File: src/hw/rtl/text_mode_pixel_generator_top_assert.svh
// Assertion macros used by the text-mode pixel generator controller.
`ifndef TEXT_MODE_PIXEL_GENERATOR_TOP_ASSERT_SVH
`define TEXT_MODE_PIXEL_GENERATOR_TOP_ASSERT_SVH

// Same-cycle implication, checked on clk and disabled while rst_n is low.
`define TMPG_ASSERT_SAME(label, ante, cons) \
  label: assert property (@(posedge clk) disable iff (!rst_n) (ante) |-> (cons)) \
    else $error("tmpg assertion failed");

// Next-cycle implication, checked on clk and disabled while rst_n is low.
`define TMPG_ASSERT_NEXT(label, ante, cons) \
  label: assert property (@(posedge clk) disable iff (!rst_n) (ante) |=> (cons)) \
    else $error("tmpg assertion failed");

`endif

File: src/hw/rtl/tmpg_pkg.sv
// Shared constants, types and a helper function of the text-mode pixel generator.
package tmpg_pkg;

  localparam int TEXT_CELLS      = 16384;
  localparam int FONT_BYTES      = 2048;
  localparam int PALETTE_ENTRIES = 32;

  localparam int CELL_AW = $clog2(TEXT_CELLS);
  localparam int FONT_AW = $clog2(FONT_BYTES);
  localparam int PAL_AW  = $clog2(PALETTE_ENTRIES);
  localparam int OFF_W   = 17;

  localparam int REQ_W    = 3;
  localparam int ADDR_W   = 14;
  localparam int WDATA_W  = 32;
  localparam int PIX_W    = 10;
  localparam int COLOR_W  = 12;
  localparam int CFG_IDX_W  = 3;
  localparam int CFG_DATA_W = 16;

  typedef enum logic [REQ_W-1:0] {
    REQ_CHAR_WRITE    = 3'd0,
    REQ_ATTR_WRITE    = 3'd1,
    REQ_FONT_WRITE    = 3'd2,
    REQ_PALETTE_WRITE = 3'd3,
    REQ_FRAME_TICK    = 3'd4,
    REQ_PIXEL_QUERY   = 3'd5
  } req_t;

  typedef enum logic [CFG_IDX_W-1:0] {
    CFG_TEXT_CONTROL  = 3'd0,
    CFG_BORDER_X      = 3'd1,
    CFG_BORDER_Y      = 3'd2,
    CFG_SCREEN_WIDTH  = 3'd3,
    CFG_SCREEN_HEIGHT = 3'd4,
    CFG_CURSOR_COLUMN = 3'd5,
    CFG_CURSOR_ROW    = 3'd6,
    CFG_CURSOR_GLYPH  = 3'd7
  } cfg_idx_t;

  typedef struct packed {
    logic [2:0]  text_control;
    logic [5:0]  border_x;
    logic [5:0]  border_y;
    logic [10:0] screen_width;
    logic [9:0]  screen_height;
    logic [6:0]  cursor_column;
    logic [6:0]  cursor_row;
    logic [15:0] cursor_glyph;
  } cfg_t;

  typedef struct packed {
    logic load;
    logic exec;
    logic mul;
    logic wrap_step;
    logic attr_load;
    logic glyph;
    logic load_out;
  } cmd_t;

  typedef struct packed {
    logic is_query;
    logic off_ge;
  } sts_t;

  // Palette words keep the high nibbles of bytes 1, 2 and 3 as red, green, blue.
  function automatic logic [COLOR_W-1:0] pack_color(input logic [WDATA_W-1:0] w);
    return {w[15:12], w[23:20], w[31:28]};
  endfunction

endpackage

File: src/hw/rtl/tmpg_cfg_regs.sv
// Configuration register file written through the plain write port.
module tmpg_cfg_regs (
  input  logic                           clk,
  input  logic                           rst_n,
  input  logic                           cfg_we,
  input  logic [tmpg_pkg::CFG_IDX_W-1:0] cfg_index,
  input  logic [tmpg_pkg::CFG_DATA_W-1:0] cfg_wdata,
  output tmpg_pkg::cfg_t                 cfg
);
  import tmpg_pkg::*;

  cfg_t cfg_r;
  cfg_t cfg_nxt;

  always_comb begin
    cfg_nxt = cfg_r;
    if (cfg_we) begin
      unique case (cfg_idx_t'(cfg_index))
        CFG_TEXT_CONTROL:  cfg_nxt.text_control  = cfg_wdata[2:0];
        CFG_BORDER_X:      cfg_nxt.border_x      = cfg_wdata[5:0];
        CFG_BORDER_Y:      cfg_nxt.border_y      = cfg_wdata[5:0];
        CFG_SCREEN_WIDTH:  cfg_nxt.screen_width  = cfg_wdata[10:0];
        CFG_SCREEN_HEIGHT: cfg_nxt.screen_height = cfg_wdata[9:0];
        CFG_CURSOR_COLUMN: cfg_nxt.cursor_column = cfg_wdata[6:0];
        CFG_CURSOR_ROW:    cfg_nxt.cursor_row    = cfg_wdata[6:0];
        CFG_CURSOR_GLYPH:  cfg_nxt.cursor_glyph  = cfg_wdata;
        default: ;
      endcase
    end
  end

  always_ff @(posedge clk) begin
    if (!rst_n) begin
      cfg_r.text_control  <= '0;
      cfg_r.border_x      <= '0;
      cfg_r.border_y      <= '0;
      cfg_r.screen_width  <= 11'd640;
      cfg_r.screen_height <= 10'd480;
      cfg_r.cursor_column <= '0;
      cfg_r.cursor_row    <= '0;
      cfg_r.cursor_glyph  <= '0;
    end else begin
      cfg_r <= cfg_nxt;
    end
  end

  assign cfg = cfg_r;

endmodule

File: config.mk
export PLATFORM = sky130hd
export DESIGN_NAME = tmpg_cfg_regs
export DESIGN_NICKNAME = d
export VERILOG_FILES = /design/src/hw/rtl/text_mode_pixel_generator_top_assert.svh /design/src/hw/rtl/tmpg_pkg.sv /design/src/hw/rtl/tmpg_cfg_regs.sv
export SDC_FILE = /design/constraint.sdc
export NUM_CORES = 1
export LEC_CHECK = 0
export BUFFER_PORTS_ARGS = -buffer_cell sky130_fd_sc_hd__buf_2
export CORE_UTILIZATION = 49
export DETAILED_ROUTE_END_ITERATION = 10
export GPL_ROUTABILITY_DRIVEN = 0
export PLACE_DENSITY = 0.78
export SYNTH_ARGS = -nofsm -noshare
export SYNTH_HDL_FRONTEND = slang
export SYNTH_SLANG_ARGS = --single-unit
File: constraint.sdc
create_clock -name clk -period 1.2 [get_ports clk]
set_clock_uncertainty 0.15 [all_clocks]
set_input_delay 0.06 -clock clk [delete_from_list [all_inputs] [get_ports clk]]
set_output_delay 0.06 -clock clk [all_outputs]
set_load 0.1 [all_outputs]
==> impl_metrics.csv <==
group,metric,value,unit
layout,fin_nets,373,
logic_synthesis,syn_area_per_cell,10.4,um^2
drt,routedWlPerCell,18.3,um
global_routing,antenna_found_initial,0,
layout,largest_reg_flops,66,
logic_synthesis,synth_area,2590,um^2
die,die_w,74.7,um
logic_synthesis,syn-num-nets,271,
sta,finalSetupTns,0,ns
logic_synthesis,synth_cell_types,14,
worst_setup_path,slowest_stage,"dfxtp_2",
cts,cts_tree,"built",
cts,post-cts-setup-buffers,0,
pwr,power_density,1130,nW/um^2
job,max_cap_violations,0,
drt,antenna_left,0,
min_path,hp-class,"input pin to flip-flop",
die,start_util,0.507,
worst_setup_path,max_stage_delay,0.38,ns
pwr,vdd.ir_drop.worst,0.000886,V
drt,vias,2220,
logic_synthesis,ys_ff_latch,66,
sta,maxSlewViolCount,0,
placement,place_ws,-0.0604,ns
logic_synthesis,yosysWarningCount,0,
worst_setup_path,cp_num_buf_inv,1,
die,placementRows,26,
worst_setup_path,critical-path-top-delay-family,"flip-flops",
layout,synthToLayoutAreaGrowth,74.6,%
layout,n_antenna_cell,0,
die,ioPinCount,88,
pwr,leakagePower,2.02,nW
run_status,status,"complete, no violations",
logic_synthesis,synth_top_area_share,0.510,
sta,slew_headroom,0.707,
cts,cts.clk_slew.worst_paths,0.07,ns
placement,port_buffers,87,
global_routing,track_usage,0.310,
cts,cts_htree_levels,3,
logic_synthesis,synth_cells,249,
global_routing,grt_pass1_vias,2380,
cts,numCtsBuffers,9,
cts,clock_latency,0.34,ns
sta,rsz0062_at_grt,"no",
drt,drt-vias-per-instance,5.21,
global_routing,grt_max_degree,32,
drt,drt-pass1-iter-count,4,
placement,dp_hpwl,5090,um
die,die-area,5580,um^2
worst_setup_path,end_kind,"output pin",
drt,drt_iter0_drc,129,
worst_setup_path,worst_setup_path_start_kind,"flip-flop",
layout,n_fill_cell,207,
logic_synthesis,seq_area_frac_synth,0.510,
drt,drc,0,
worst_setup_path,worstSetupPathType,"flip-flop to output pin",
sta,hold_viol_final,0,
sta,finalCritPeriodShare,0.929,
sta,setup_viol,0,
layout,drive_above_1_share,0.522,
sta,fin_ws,0.0848,ns
logic_synthesis,yosys.area.top_type,"dfxtp_1",
die,coreArea,5110,um^2
worst_setup_path,arrival,0.91,ns
cts,clock_sinks,66,
sta,post-route-min-period,1.12,ns
logic_synthesis,netlist_top_cells_area,"dfxtp_1 (51%), mux2i_1 (26%), nand2_1 (11%)",
cts,cts_root_buf,"clkbuf_8",
die,die_h,74.7,um
worst_setup_path,cp_cell_sequence,"buf_12",
layout,area.sequential,1400,um^2
global_routing,grt_first_pass_wirelength,12400,um
worst_setup_path,cp.required,0.99,ns
cts,cts_max_path_buffers,2,
drt,finalWirelength,7820,um
layout,multi_input_area,1140,um^2
worst_setup_path,crit_fanout,2,
global_routing,grt_overflow,0,
sta,worst_pin_slew,0.439,ns
sta,clock.fmax,0.897,GHz
==> cell type report <==
cell class	instances	area share
Sequential cell	66	0.310
Clock inverter	6	0.0147
Tap cell	70	0.0194
Clock buffer	10	0.0304
Timing Repair Buffer	112	0.374
Multi-Input combinational cell	162	0.251
==> per-stage QoR <==
step | util | hold slack (ns) | power (mW) | instances | instance area [um^2]
6_report | 0.886 | 0.0222 | 5.11 | 426 | 4520
4_1_cts | 0.886 | -0.000559 | 5.11 | 426 | 4520
3_3_place_gp | 0.824 | 0.150 | 3.18 | 399 | 4210
5_1_grt | 0.886 | 0.0266 | 5.25 | 426 | 4520
3_5_place_dp | 0.824 | 0.156 | 3.20 | 399 | 4210
2_1_floorplan | - | 0.0446 | 2.87 | 249 | 2670
==> per-layer routing <==
layer / track usage / part of all wire / vias up
met3: 0.0843 / 0.053 / 20
met1: 0.361 / 0.39 / 1067
met2: 0.525 / 0.53 / 95
met5: 0 / 0 / -
met4: 0.157 / 0.027 / 0
li1: - / - / 1038
==> where the power goes <==
part,total (mW),internal (mW),leakage [nW],switching (mW)
Clock,1.91,1.01,0.0945,0.899
Combinational,0.889,0.332,1.37,0.557
Sequential,2.30,2.25,0.561,0.0564
Total,5.11,3.59,2.02,1.51
==> worst paths after layout <==
path	depth (start not counted)	to	from	slack, ns
max	1	cfg[36]	cfg[36]	0.08
min	3	cfg[65]	cfg_index[2]	0.02
max reg2reg	2	cfg[36]	cfg[36]	0.34
min reg2reg	2	cfg[31]	cfg[31]	0.33
==> cells in the final DEF (no fill, tap or decap), drive strengths merged, types with 2 or more instances in the layout <==
master       count
dfxtp           66
clkinv           2
clkbuf          10
mux2i           66
nor2b           11
clkinvlp         3
dlygate4sd3     11
nand2           76
nand4bb          2
buf            101
nand4b           3
==> cells by family (layout without fill, tap and decap cells) <==
family	Yosys count	in the layout	synth area share
buffers and inverters	21	128	0.0512
DFF	66	66	0.510
muxes	66	66	0.255
and+or+nand+nor	96	96	0.184
==> repair_timing <==
item / 4_1_cts / 5_1_grt
endpoints found under the hold margin: 23 / 0
resized for setup: 0 / 0
hold buffers: 11 / 0
==> synthesized netlist by cell type <==
cell,number
nand2_1,76
dfxtp_1,66
mux2i_1,66
buf_2,13
nor2b_1,11
buf_6,5
clkbuf_1,3
nand4b_1,2
nand4bb_1,2
and4_1,1
and4bb_1,1
nand4_2,1
nand4b_4,1
nor4b_4,1
Note: power is estimated with default switching activity, not from simulation.
