[config.mk]
export PLATFORM = sky130hd
export DESIGN_NAME = tmpg_controller
export DESIGN_NICKNAME = d
export VERILOG_FILES = /design/src/hw/rtl/tmpg_pkg.sv /design/src/hw/rtl/tmpg_controller.sv
export VERILOG_INCLUDE_DIRS = /design/src /design/src/hw/rtl
export SDC_FILE = /design/constraint.sdc
export NUM_CORES = 1
export LEC_CHECK = 0
export BUFFER_PORTS_ARGS = -buffer_cell sky130_fd_sc_hd__buf_2
export CORE_AREA = 3 3 40 42
export DETAILED_ROUTE_END_ITERATION = 7
export DIE_AREA = 0 0 43 45
export HOLD_SLACK_MARGIN = 0.03
export PLACE_DENSITY = 0.58
export SLEW_MARGIN = 30
export SYNTH_ARGS = -nofsm -noshare
export SYNTH_HDL_FRONTEND = slang
export SYNTH_SLANG_ARGS = --single-unit
export TNS_END_PERCENT = 50
[constraint.sdc]
create_clock -name clk -period 1.6 [get_ports clk]
set_input_delay 0.16 -clock clk [delete_from_list [all_inputs] [get_ports clk]]
set_output_delay 0.16 -clock clk [all_outputs]
set_load 0.05 [all_outputs]
[src/hw/rtl/text_mode_pixel_generator_top_assert.svh]
// Assertion macros used by the text-mode pixel generator controller.
`ifndef TEXT_MODE_PIXEL_GENERATOR_TOP_ASSERT_SVH
`define TEXT_MODE_PIXEL_GENERATOR_TOP_ASSERT_SVH

// Same-cycle implication, checked on clk and disabled while rst_n is low.
`define TMPG_ASSERT_SAME(label, ante, cons) \
  label: assert property (@(posedge clk) disable iff (!rst_n) (ante) |-> (cons)) \
    else $error("tmpg assertion failed");

// Next-cycle implication, checked on clk and disabled while rst_n is low.
`define TMPG_ASSERT_NEXT(label, ante, cons) \
  label: assert property (@(posedge clk) disable iff (!rst_n) (ante) |=> (cons)) \
    else $error("tmpg assertion failed");

`endif

[src/hw/rtl/tmpg_pkg.sv]
// Shared constants, types and a helper function of the text-mode pixel generator.
package tmpg_pkg;

  localparam int TEXT_CELLS      = 16384;
  localparam int FONT_BYTES      = 2048;
  localparam int PALETTE_ENTRIES = 32;

  localparam int CELL_AW = $clog2(TEXT_CELLS);
  localparam int FONT_AW = $clog2(FONT_BYTES);
  localparam int PAL_AW  = $clog2(PALETTE_ENTRIES);
  localparam int OFF_W   = 17;

  localparam int REQ_W    = 3;
  localparam int ADDR_W   = 14;
  localparam int WDATA_W  = 32;
  localparam int PIX_W    = 10;
  localparam int COLOR_W  = 12;
  localparam int CFG_IDX_W  = 3;
  localparam int CFG_DATA_W = 16;

  typedef enum logic [REQ_W-1:0] {
    REQ_CHAR_WRITE    = 3'd0,
    REQ_ATTR_WRITE    = 3'd1,
    REQ_FONT_WRITE    = 3'd2,
    REQ_PALETTE_WRITE = 3'd3,
    REQ_FRAME_TICK    = 3'd4,
    REQ_PIXEL_QUERY   = 3'd5
  } req_t;

  typedef enum logic [CFG_IDX_W-1:0] {
    CFG_TEXT_CONTROL  = 3'd0,
    CFG_BORDER_X      = 3'd1,
    CFG_BORDER_Y      = 3'd2,
    CFG_SCREEN_WIDTH  = 3'd3,
    CFG_SCREEN_HEIGHT = 3'd4,
    CFG_CURSOR_COLUMN = 3'd5,
    CFG_CURSOR_ROW    = 3'd6,
    CFG_CURSOR_GLYPH  = 3'd7
  } cfg_idx_t;

  typedef struct packed {
    logic [2:0]  text_control;
    logic [5:0]  border_x;
    logic [5:0]  border_y;
    logic [10:0] screen_width;
    logic [9:0]  screen_height;
    logic [6:0]  cursor_column;
    logic [6:0]  cursor_row;
    logic [15:0] cursor_glyph;
  } cfg_t;

  typedef struct packed {
    logic load;
    logic exec;
    logic mul;
    logic wrap_step;
    logic attr_load;
    logic glyph;
    logic load_out;
  } cmd_t;

  typedef struct packed {
    logic is_query;
    logic off_ge;
  } sts_t;

  // Palette words keep the high nibbles of bytes 1, 2 and 3 as red, green, blue.
  function automatic logic [COLOR_W-1:0] pack_color(input logic [WDATA_W-1:0] w);
    return {w[15:12], w[23:20], w[31:28]};
  endfunction

endpackage

[src/hw/rtl/tmpg_controller.sv]
// Controller: sequences one item through the datapath and owns the handshakes.
`include "text_mode_pixel_generator_top_assert.svh"

module tmpg_controller (
  input  logic           clk,
  input  logic           rst_n,
  input  logic           in_valid,
  output logic           in_ready,
  output logic           out_valid,
  input  logic           out_ready,
  input  tmpg_pkg::sts_t sts,
  output tmpg_pkg::cmd_t cmd
);
  import tmpg_pkg::*;

  typedef enum logic [6:0] {
    S_IDLE  = 7'b0000001,
    S_EXEC  = 7'b0000010,
    S_MUL   = 7'b0000100,
    S_WRAP  = 7'b0001000,
    S_CELL  = 7'b0010000,
    S_GLYPH = 7'b0100000,
    S_DONE  = 7'b1000000
  } state_t;

  state_t state_r;
  state_t state_nxt;
  logic   out_valid_r;
  logic   out_valid_nxt;
  logic   out_free;

  assign out_free = !out_valid_r || out_ready;
  assign in_ready = (state_r == S_IDLE);

  always_comb begin
    state_nxt = state_r;
    cmd       = '0;
    unique case (state_r)
      S_IDLE: begin
        cmd.load = in_valid;
        if (in_valid) begin
          state_nxt = S_EXEC;
        end
      end
      S_EXEC: begin
        cmd.exec  = 1'b1;
        state_nxt = sts.is_query ? S_MUL : S_DONE;
      end
      S_MUL: begin
        cmd.mul   = 1'b1;
        state_nxt = S_WRAP;
      end
      S_WRAP: begin
        cmd.wrap_step = sts.off_ge;
        if (!sts.off_ge) begin
          state_nxt = S_CELL;
        end
      end
      S_CELL: begin
        cmd.attr_load = 1'b1;
        state_nxt     = S_GLYPH;
      end
      S_GLYPH: begin
        cmd.glyph = 1'b1;
        state_nxt = S_DONE;
      end
      S_DONE: begin
        cmd.load_out = out_free;
        if (out_free) begin
          state_nxt = S_IDLE;
        end
      end
      default: state_nxt = S_IDLE;
    endcase
  end

  always_comb begin
    if (cmd.load_out) begin
      out_valid_nxt = 1'b1;
    end else if (out_ready) begin
      out_valid_nxt = 1'b0;
    end else begin
      out_valid_nxt = out_valid_r;
    end
  end

  always_ff @(posedge clk) begin
    if (!rst_n) begin
      state_r     <= S_IDLE;
      out_valid_r <= 1'b0;
    end else begin
      state_r     <= state_nxt;
      out_valid_r <= out_valid_nxt;
    end
  end

  assign out_valid = out_valid_r;

  `TMPG_ASSERT_NEXT(a_accept_starts_exec, in_valid && in_ready, state_r == S_EXEC)
  `TMPG_ASSERT_NEXT(a_done_holds, state_r == S_DONE && !out_free, state_r == S_DONE && out_valid_r)
  `TMPG_ASSERT_NEXT(a_wrap_exits_in_range, state_r == S_WRAP && !sts.off_ge, state_r == S_CELL)
  `TMPG_ASSERT_SAME(a_load_needs_free_slot, cmd.load_out, !out_valid_r || out_ready)

endmodule

==> summary.txt, run 1 <==
Critical path
  – Setup crit start kind: flop
  – CP Max Fanout: 4
  – Max incr delay on CP: 0.44 ns
  – Critical Path RT: 1.44 ns
  – Launching point of the worst reg2reg path: out_valid
  – Critical path type: reg -> out
  – Critical Path Start: state_r[1]
  – CP cell instances: nor2_4 > nand2_2 > or4_4 > nor2_4 > buf_8
  – Register-to-Register Path Depth: 4
  – FF-to-FF End: state_r[0]
  – Crit end category: output port
  – Worst Path Arrival: 1.49 ns
  – Slowest cell on the critical path: or4_4
  – Cell repeated most along the worst path: nor2_4
  – R2R Setup Slk: 0.12 ns

CTS
  – CTS Buf Count: 3
  – CTS Buffer Depth: 2
  – H-Tree Level Count: 1
  – CTS clk-pin slew, worst paths: 0.05 ns
  – TritonCTS clock tree: yes
  – Cell chosen for the clock root: clkbuf_4
  – TritonCTS Sinks: 8
  – Clock latency on the worst-skew pair: 0.25 ns

Floorplanning
  – Number of primary I/O pins: 15
  – Die Ht: 45 microns
  – Starting Density: 0.366
  – Die width: 43 microns
  – Die area: 1940 sq um
  – # rows: 13
  – Core area: 1280 sq um

Synthesis
  – Synth warn: 0
  – Syn Inst Count: 56
  – Yosys top cell area share: 0.340
  – Area leader, netlist: dfxtp_1
  – Mapped Area: 470 sq um
  – Mean Syn Cell Area: 8.40 sq um
  – Netlist cell types: 32
  – Post-synthesis sequential area ratio: 0.340
  – EDFF count, synth: 0
  – Post-synth ARST share: 0
  – Syn Nets: 62
  – Top cells by area, synth: dfxtp_1, nor4b_1, nand2b_1, nor2b_1, a211oi_1
  – Primary FF master, synth: dfxtp_1
  – Yosys reg bits: 8

Cells and area
  – Fillcell total: 121
  – Synthesis-to-layout area growth: 53.7%
  – Final design utilization: 0.563
  – Final instance area: 723 sq um
  – Layout cells sized above 1: 0.526
  – Layout net count: 86
  – Number of diodes: 0

Global route
  – Gr usage total: 0.124
  – Number of global-route vias before repair: 459
  – Largest net degree at the start of global routing: 7
  – GR Overflow Total: 0
  – First-pass GRT wire length: 1780 microns
  – Initial antenna violation count: 0

Placement
  – Final GP Congestion: 0.758
  – Placed inst area: 613 sq um
  – DPL Wire Length: 887 microns
  – # port buffers: 14

Routing
  – DR pass1 iterations: 4
  – DRT iter0 DRCs: 3
  – Number of remaining DRC errors: 0
  – Final ANT Viol Nets: 0
  – WL final: 1240 microns
  – Vias/cell: 5.30
  – Via count: 493
  – Avg WL per Cell: 13.3 microns

Timing
  – F_max: 0.608 GHz
  – Rel. slew slack: 0.714
  – Post-Route Setup TNS: -0.0457 ns
  – Final hold violation count: 0
  – Fin crit share: 1.03
  – Clk_skew: 0.00251 ns
  – Tmin final: 1.65 ns
  – Unrepaired setup endpoints after global routing: true
  – # setup viols final: 1
  – Least-Margin Pin Slew: 0.427 ns
  – Slew Viols, Final: 0
  – Setup WS post-layout: -0.0457 ns

Min path
  – Hold Path End: state_r[1]
  – HP Start: in_valid
  – Hold depth: 2
  – Worst hold path type: in -> reg

Flow run
  – Max Cap Violations: 0

Power and ir drop
  – Design Power: 484 uW
  – Power Dens Cells: 669 nW/um^2
  – Maximum vdd ir drop: 0.000603 V
  – Leak: 0.289 nW

Outcome
  – Status: finished, violations left
  – Failing checks: negative setup slack
==> area by class of cell <==
| class | instances | area [sq um] | share of cell area |
|---|---|---|---|
| multi-input cells | 42 | 344 | 0.476 |
| flip-flops and latches | 8 | 169 | 0.234 |
| inverters | 4 | 15.0 | 0.0208 |
| well taps | 15 | 18.8 | 0.0260 |
| clock buffers | 3 | 22.5 | 0.0311 |
| repair buffers | 21 | 154 | 0.213 |
==> worst max-delay path by stage <==
stage / to / slack [ns]
after floorplan: cmd[6] / -0.17
after detailed placement: cmd[0] / 0.07
after global placement: cmd[0] / 0.09
after CTS: cmd[0] / -0.06
final: cmd[0] / -0.05
after global routing: cmd[0] / -0.11
==> sequential cells by signal (all words and copies together), names as in the netlist <==
signal     flops
out_valid      1
state_r        7
==> critical path, delay by kind of cell (launching register included) <==
kind | cells | cell delay (ns)
buffers and inverters | 1 | 0.15
flip-flops | 1 | 0.34
AND/OR/NAND/NOR | 4 | 0.73
==> per-layer routing <==
metal / GRT usage / vias up / wire length [microns]
li1: - / 249 / -
met1: 0.136 / 230 / 523
met2: 0.216 / 12 / 622
met3: 0.0598 / 2 / 80
met4: 0.0361 / 0 / 9
met5: 0 / - / 0
==> synthesized netlist by cell type (2+ instances only) <==
cell type  number
dfxtp_1         8
nor2_1          4
inv_1           3
nand2b_1        3
nor2b_1         3
nor4b_1         3
a211oi_1        2
and2_1          2
nand3_1         2
nand3b_1        2
nor2_2          2
o21ai_0         2
==> cell usage in the layout, fill, tap and decap left out, types with 2 or more instances in the layout <==
cell type and n:
buf_2 9, buf_4 8, dfxtp_2 4, nor2_4 3
nand2b_1 3, nor2_1 3, inv_1 3, clkbuf_4 3
dfxtp_1 3, buf_6 3, nor2b_1 2, nor4b_4 2
nand3b_1 2, and2_1 2, o21ai_0 2, a211oi_1 2
==> cell families (layout without fill, tap and decap cells) <==
group                  Yosys count  count (layout)  synth area share
AO/OA/AOI/OAI                   11              11             0.170
flip-flops                       8               8             0.340
buffers and inverters            6              28            0.0585
AND/OR/NAND/NOR                 30              30             0.412
XOR/XNOR                         1               1            0.0186
==> where the power goes <==
group	internal (mW)	total (mW)	switching (mW)
clock	0.0857	0.151	0.0658
sequential	0.204	0.213	0.00881
combinational	0.0465	0.119	0.0729
total	0.336	0.484	0.148
==> through the flow <==
step	instances	hold slack, ns	worst slack [ns]
6_report	93	0.170	-0.0457
5_1_grt	93	0.183	-0.109
4_1_cts	93	0.163	-0.0603
3_5_place_dp	89	0.428	0.0732
3_3_place_gp	89	0.425	0.0919
2_1_floorplan	56	0.301	-0.167
==> what timing repair did <==
item	CTS	global route
buffers inserted	1	0
endpoints found under the setup margin	4	10
hold buffers	0	0
pin swaps	2	1
resized for setup	10	15
endpoints found under the hold margin	0	0
No activity file was read; power rests on OpenSTA's default activity.
==> inputs of run 2 (changes only) <==
--- a/config.mk
+++ b/config.mk
@@ -11,7 +11,7 @@
 export DETAILED_ROUTE_END_ITERATION = 7
 export DIE_AREA = 0 0 43 45
 export HOLD_SLACK_MARGIN = 0.03
-export PLACE_DENSITY = 0.58
+export PLACE_DENSITY = 0.6
 export SLEW_MARGIN = 30
 export SYNTH_ARGS = -nofsm -noshare
 export SYNTH_HDL_FRONTEND = slang
==> constraint.sdc (replaced) <==
create_clock -name clk -period 1.4 [get_ports clk]
set_input_delay 0.14 -clock clk [delete_from_list [all_inputs] [get_ports clk]]
set_output_delay 0.14 -clock clk [all_outputs]
set_load 0.05 [all_outputs]
==> run 2 against run 1 <==
The flow still finishes with violations (negative setup slack). Clock power rose by 15%. Critical path depth did not move. Cell count is 11% higher. Clock skew grew 0.0030 ns. Critical path type unchanged.
==> summary.txt, run 2 (synthesized netlist as in run 1, its figures left out) <==
CTS
  – Cell chosen for the clock root: clkbuf_4
  – Cts hold-fix bufs: 0
  – CTS clk-pin slew, worst paths: 0.05 ns
  – TritonCTS clock tree: yes
  – TritonCTS Sinks: 8
  – Clock latency on the worst-skew pair: 0.25 ns
  – CTS Buffer Depth: 2
  – H-Tree Level Count: 1
  – CTS Buf Count: 3

Timing
  – Rel. slew slack: 0.836
  – F_max: 0.619 GHz
  – Unrepaired setup endpoints after global routing: true
  – Slew Viols, Final: 0
  – Final hold violation count: 0
  – WHS: 0.159 ns
  – Post-Route Setup TNS: -0.628 ns
  – Setup WS post-layout: -0.216 ns
  – Clk_skew: 0.00547 ns
  – Fin crit share: 1.15
  – Tmin final: 1.62 ns
  – Least-Margin Pin Slew: 0.243 ns
  – # setup viols final: 7

Cells and area
  – Final instance area: 873 sq um
  – Largest Register: state_r
  – Most frequent cells in the layout: buf_4, buf_2, buf_6
  – Max FFs per register: 7
  – Synthesis-to-layout area growth: 85.6%
  – Multi-input gate area: 388 sq um
  – Most common cell after layout, fill and taps aside: buf_4
  – Sequential Area: 170 sq um
  – Layout cells sized above 1: 0.705
  – Layout net count: 96
  – Number of diodes: 0
  – Fillcell total: 117

Placement
  – Placed inst area: 706 sq um
  – DPL Wire Length: 979 microns
  – # port buffers: 14
  – Place WS: -0.0132 ns
  – Final GP Congestion: 0.754

Global route
  – First-pass GRT wire length: 2240 microns
  – Initial antenna violation count: 0
  – GR Overflow Total: 0
  – Gr usage total: 0.159
  – Largest net degree at the start of global routing: 5
  – Number of global-route vias before repair: 521

Critical path
  – Slowest cell on the critical path: or4_4
  – CP Max Fanout: 2
  – Register-to-Register Path Depth: 7
  – Worst Path Arrival: 1.48 ns
  – CP cell instances: nor2_4 > nand2_2 > or4_4 > nor2_4 > buf_6
  – CP bufs+invs: 1
  – Max incr delay on CP: 0.44 ns
  – Crit end category: output port
  – Critical Path Start: state_r[3]
  – Cell family with most CP delay: simple AND/OR/NAND/NOR gates
  – Launching point of the worst reg2reg path: state_r[3]
  – Critical path type: reg -> out
  – Critical Path RT: 1.26 ns
  – Setup crit start kind: flop
  – WP depth: 5
  – Cell repeated most along the worst path: nor2_4

Flow run
  – Max Cap Violations: 0

Floorplanning
  – # rows: 13
  – Number of primary I/O pins: 15
  – Die Ht: 45 microns
  – Die width: 43 microns
  – Core area: 1280 sq um
  – Die area: 1940 sq um
  – Starting Density: 0.366

Routing
  – Vias/cell: 5.21
  – DRT iter0 DRCs: 9
  – Final ANT Viol Nets: 0
  – DR pass1 iterations: 4
  – Via count: 537
  – WL final: 1350 microns
  – Avg WL per Cell: 13.1 microns
  – Number of remaining DRC errors: 0

Power and ir drop
  – Leak: 0.349 nW
  – Maximum vdd ir drop: 0.000757 V
  – Power Dens Cells: 712 nW/um^2

Min path
  – HP Start: rst_n
  – Worst hold path type: in -> reg
  – Hold depth: 3

Outcome
  – Failing checks: negative setup slack
  – Status: finished, violations left
## run 2: cell types whose count changed in the layout (fill, tap and decap cells not counted), moves of 2 or more
cell	change
buf_2	-3
nor2_2	+2
nor2_1	-2
buf_4	+9
inv_1	-2
nor2b_1	-2
buf_6	+3
## run 2: final timing paths
kind / to / slack, ns
hold / removal: state_r[6] / 0.16
hold reg to reg: out_valid / 0.51
setup reg to reg: state_r[5] / -0.04
setup / recovery: cmd[0] / -0.22
## run 2: final cells by class
cell class | count | area share
Sequential cell | 8 | 0.195
Inverter | 4 | 0.0215
Clock buffer | 3 | 0.0258
Timing Repair Buffer | 31 | 0.292
Tap cell | 15 | 0.0215
Multi-Input combinational cell | 42 | 0.444
## run 2: layer usage
layer  vias up  share of wire  global-route usage
met5         -              0                   0
met4         0         0.0044              0.0542
met3         2          0.046              0.0637
met2        12           0.51               0.257
met1       256           0.44               0.193
li1        267              -                   -
## run 2: repair_timing
action | CTS | global route
buffers inserted | 1 | 3
pin swaps | 3 | 4
endpoints found under the setup margin | 8 | 13
resized for setup | 26 | 11
## run 2: stage by stage
stage | power (mW) | util | cells
4_1_cts | 0.601 | 0.631 | 100
3_3_place_gp | 0.389 | 0.549 | 96
5_1_grt | 0.669 | 0.680 | 103
2_1_floorplan | 0.341 | - | 56
6_report | 0.622 | 0.680 | 103
3_5_place_dp | 0.390 | 0.549 | 96
## run 2: worst register-to-register path, cell delays in order (launching register included)
cell and delay, ns:
dfxtp_2 0.33, nor2_4 0.13, buf_4 0.15, nand3_2 0.11, buf_4 0.16, buf_4 0.13, o21a_1 0.18, and2_1 0.15
## run 2: report_power, final
part | total, mW | switching [mW] | internal [mW]
Sequential | 0.242 | 0.00792 | 0.234
Combinational | 0.207 | 0.110 | 0.0969
Clock | 0.173 | 0.0752 | 0.0979
==> inputs of run 3 (changes only) <==
--- a/config.mk
+++ b/config.mk
@@ -7,11 +7,11 @@
 export NUM_CORES = 1
 export LEC_CHECK = 0
 export BUFFER_PORTS_ARGS = -buffer_cell sky130_fd_sc_hd__buf_2
-export CORE_AREA = 3 3 40 42
+export CORE_MARGIN = 3
+export CORE_UTILIZATION = 30
 export DETAILED_ROUTE_END_ITERATION = 7
-export DIE_AREA = 0 0 43 45
 export HOLD_SLACK_MARGIN = 0.03
-export PLACE_DENSITY = 0.6
+export PLACE_DENSITY = 0.51
 export SLEW_MARGIN = 30
 export SYNTH_ARGS = -nofsm -noshare
 export SYNTH_HDL_FRONTEND = slang
==> constraint.sdc (replaced) <==
create_clock -name clk -period 1.85 [get_ports clk]
set_input_delay 0.185 -clock clk [delete_from_list [all_inputs] [get_ports clk]]
set_output_delay 0.185 -clock clk [all_outputs]
set_load 0.05 [all_outputs]
==> run 3 against run 2 <==
The run now ends clean. Sequential cell count is the same. Final area shrank 32%. Worst hold slack gained 0.032 ns. Clock-buffer cell count is the same. Clock power shrank 23%. Highest routed layer unchanged. Register-to-register slack gained 0.50 ns. Largest power group unchanged. Core utilization shrank 25 points. Global-route usage shrank 3.9 points. Non-clock buffer count shrank 16.
==> summary.txt, run 3 (synthesized netlist as in run 1, its figures left out) <==
Placement
  – Final GP Congestion: 0.742
  – # port buffers: 14
  – DPL Wire Length: 829 microns
  – Place WS: 0.247 ns

Floorplanning
  – Starting Density: 0.340
  – Die Ht: 45.6 microns
  – Number of primary I/O pins: 15
  – # rows: 13
  – Core area: 1380 sq um
  – Die area: 2080 sq um
  – Die width: 45.6 microns

Power and ir drop
  – Power Dens Cells: 669 nW/um^2
  – Leak: 0.242 nW
  – Maximum vdd ir drop: 0.000363 V

Routing
  – Final ANT Viol Nets: 0
  – Via count: 442
  – Vias/cell: 5.08
  – DRT iter0 DRCs: 10
  – Avg WL per Cell: 12.0 microns
  – WL final: 1040 microns
  – DR pass1 iterations: 4
  – Number of remaining DRC errors: 0

Global route
  – First-pass GRT wire length: 1720 microns
  – GR Overflow Total: 0
  – Gr usage total: 0.120
  – Initial antenna violation count: 0
  – Largest net degree at the start of global routing: 9
  – Number of global-route vias before repair: 399

Cells and area
  – Max FFs per register: 7
  – Multi-input gate area: 300 sq um
  – Fillcell total: 140
  – Most frequent cells in the layout: buf_2, dfxtp_1, nor2_1
  – Sequential Area: 161 sq um
  – Layout cells sized above 1: 0.375
  – Most common cell after layout, fill and taps aside: buf_2
  – Final design utilization: 0.433
  – Number of diodes: 0
  – Synthesis-to-layout area growth: 27.1%
  – Largest Register: state_r
  – Layout net count: 80

CTS
  – TritonCTS clock tree: yes
  – CTS Buffer Depth: 2
  – Clock latency on the worst-skew pair: 0.25 ns
  – CTS Buf Count: 3
  – Cell chosen for the clock root: clkbuf_4
  – H-Tree Level Count: 1
  – TritonCTS Sinks: 8
  – Number of setup buffers added after CTS: 0
  – CTS clk-pin slew, worst paths: 0.05 ns

Critical path
  – Max incr delay on CP: 0.44 ns
  – CP bufs+invs: 1
  – FF-to-FF End: state_r[2]
  – Critical path type: reg -> out
  – R2R Setup Slk: 0.46 ns
  – Setup crit start kind: flop
  – Slowest cell on the critical path: or4_4
  – Launching point of the worst reg2reg path: state_r[4]
  – CP cell instances: nor2_4 > nand2_2 > or4_4 > nor2_1 > buf_4
  – Crit end category: output port
  – Critical Path RT: 1.66 ns
  – Register-to-Register Path Depth: 4
  – Worst Path Arrival: 1.60 ns
  – CP Max Fanout: 5
  – Cell family with most CP delay: simple AND/OR/NAND/NOR gates

Min path
  – Hold depth: 2
  – Hold Path End: state_r[1]
  – Worst hold path type: in -> reg
  – HP Start: in_valid

Timing
  – F_max: 0.559 GHz
  – Setup WS post-layout: 0.0612 ns
  – Rel. slew slack: 0.732
  – Unrepaired setup endpoints after global routing: true
  – Least-Margin Pin Slew: 0.398 ns
  – # setup viols final: 0
  – Tmin final: 1.79 ns
  – Clk_skew: 0.00109 ns
  – Slew Viols, Final: 0
  – Final hold violation count: 0
  – Fin crit share: 0.967
  – WHS: 0.191 ns
  – Post-Route Setup TNS: 0 ns

Outcome
  – Status: finished, final reports clean

Flow run
  – Max Cap Violations: 0
run 3: where the power goes:
part / total, mW / internal, mW / switching, mW
Clock: 0.133 / 0.0742 / 0.0587
Combinational: 0.0829 / 0.0260 / 0.0570
Sequential: 0.184 / 0.177 / 0.00707
run 3: metal layers:
metal | wire [microns] | vias up | share of wire | track usage
li1 | - | 236 | - | -
met1 | 538 | 193 | 0.52 | 0.155
met2 | 435 | 11 | 0.42 | 0.164
met3 | 57 | 2 | 0.055 | 0.0474
met4 | 9 | 0 | 0.0087 | 0.0702
met5 | 0 | - | 0 | 0
run 3: what timing repair did:
action | in CTS | in global routing
resized for setup | 1 | 3
endpoints found under the setup margin | 1 | 3
hold buffers | 0 | 0
gates cloned | 0 | 0
run 3: layout make-up:
| cell class | count | share of cell area |
|---|---|---|
| repair buffers | 15 | 0.134 |
| flip-flops and latches | 8 | 0.270 |
| well taps | 15 | 0.0314 |
| inverters | 4 | 0.0251 |
| clock buffers | 3 | 0.0377 |
| multi-input cells | 42 | 0.502 |
run 3: worst max-delay path by stage:
| stage | start | to | slack (ns) | cells past startpoint |
|---|---|---|---|---|
| floorplan | state_r[2] | cmd[1] | -0.59 | 3 |
| CTS | state_r[0] | cmd[0] | 0.01 | 5 |
| finish | state_r[0] | cmd[0] | 0.06 | 5 |
| global placement | state_r[6] | cmd[0] | 0.24 | 4 |
| detailed placement | state_r[0] | cmd[0] | 0.25 | 5 |
| global route | state_r[0] | cmd[0] | -0.02 | 5 |
run 3: stage by stage:
stage | cell area, sq um | power [mW] | cells
2_1_floorplan | 477 | 0.246 | 56
3_3_place_gp | 561 | 0.268 | 84
3_5_place_dp | 561 | 0.268 | 84
4_1_cts | 586 | 0.404 | 87
5_1_grt | 598 | 0.429 | 87
6_report | 598 | 0.400 | 87
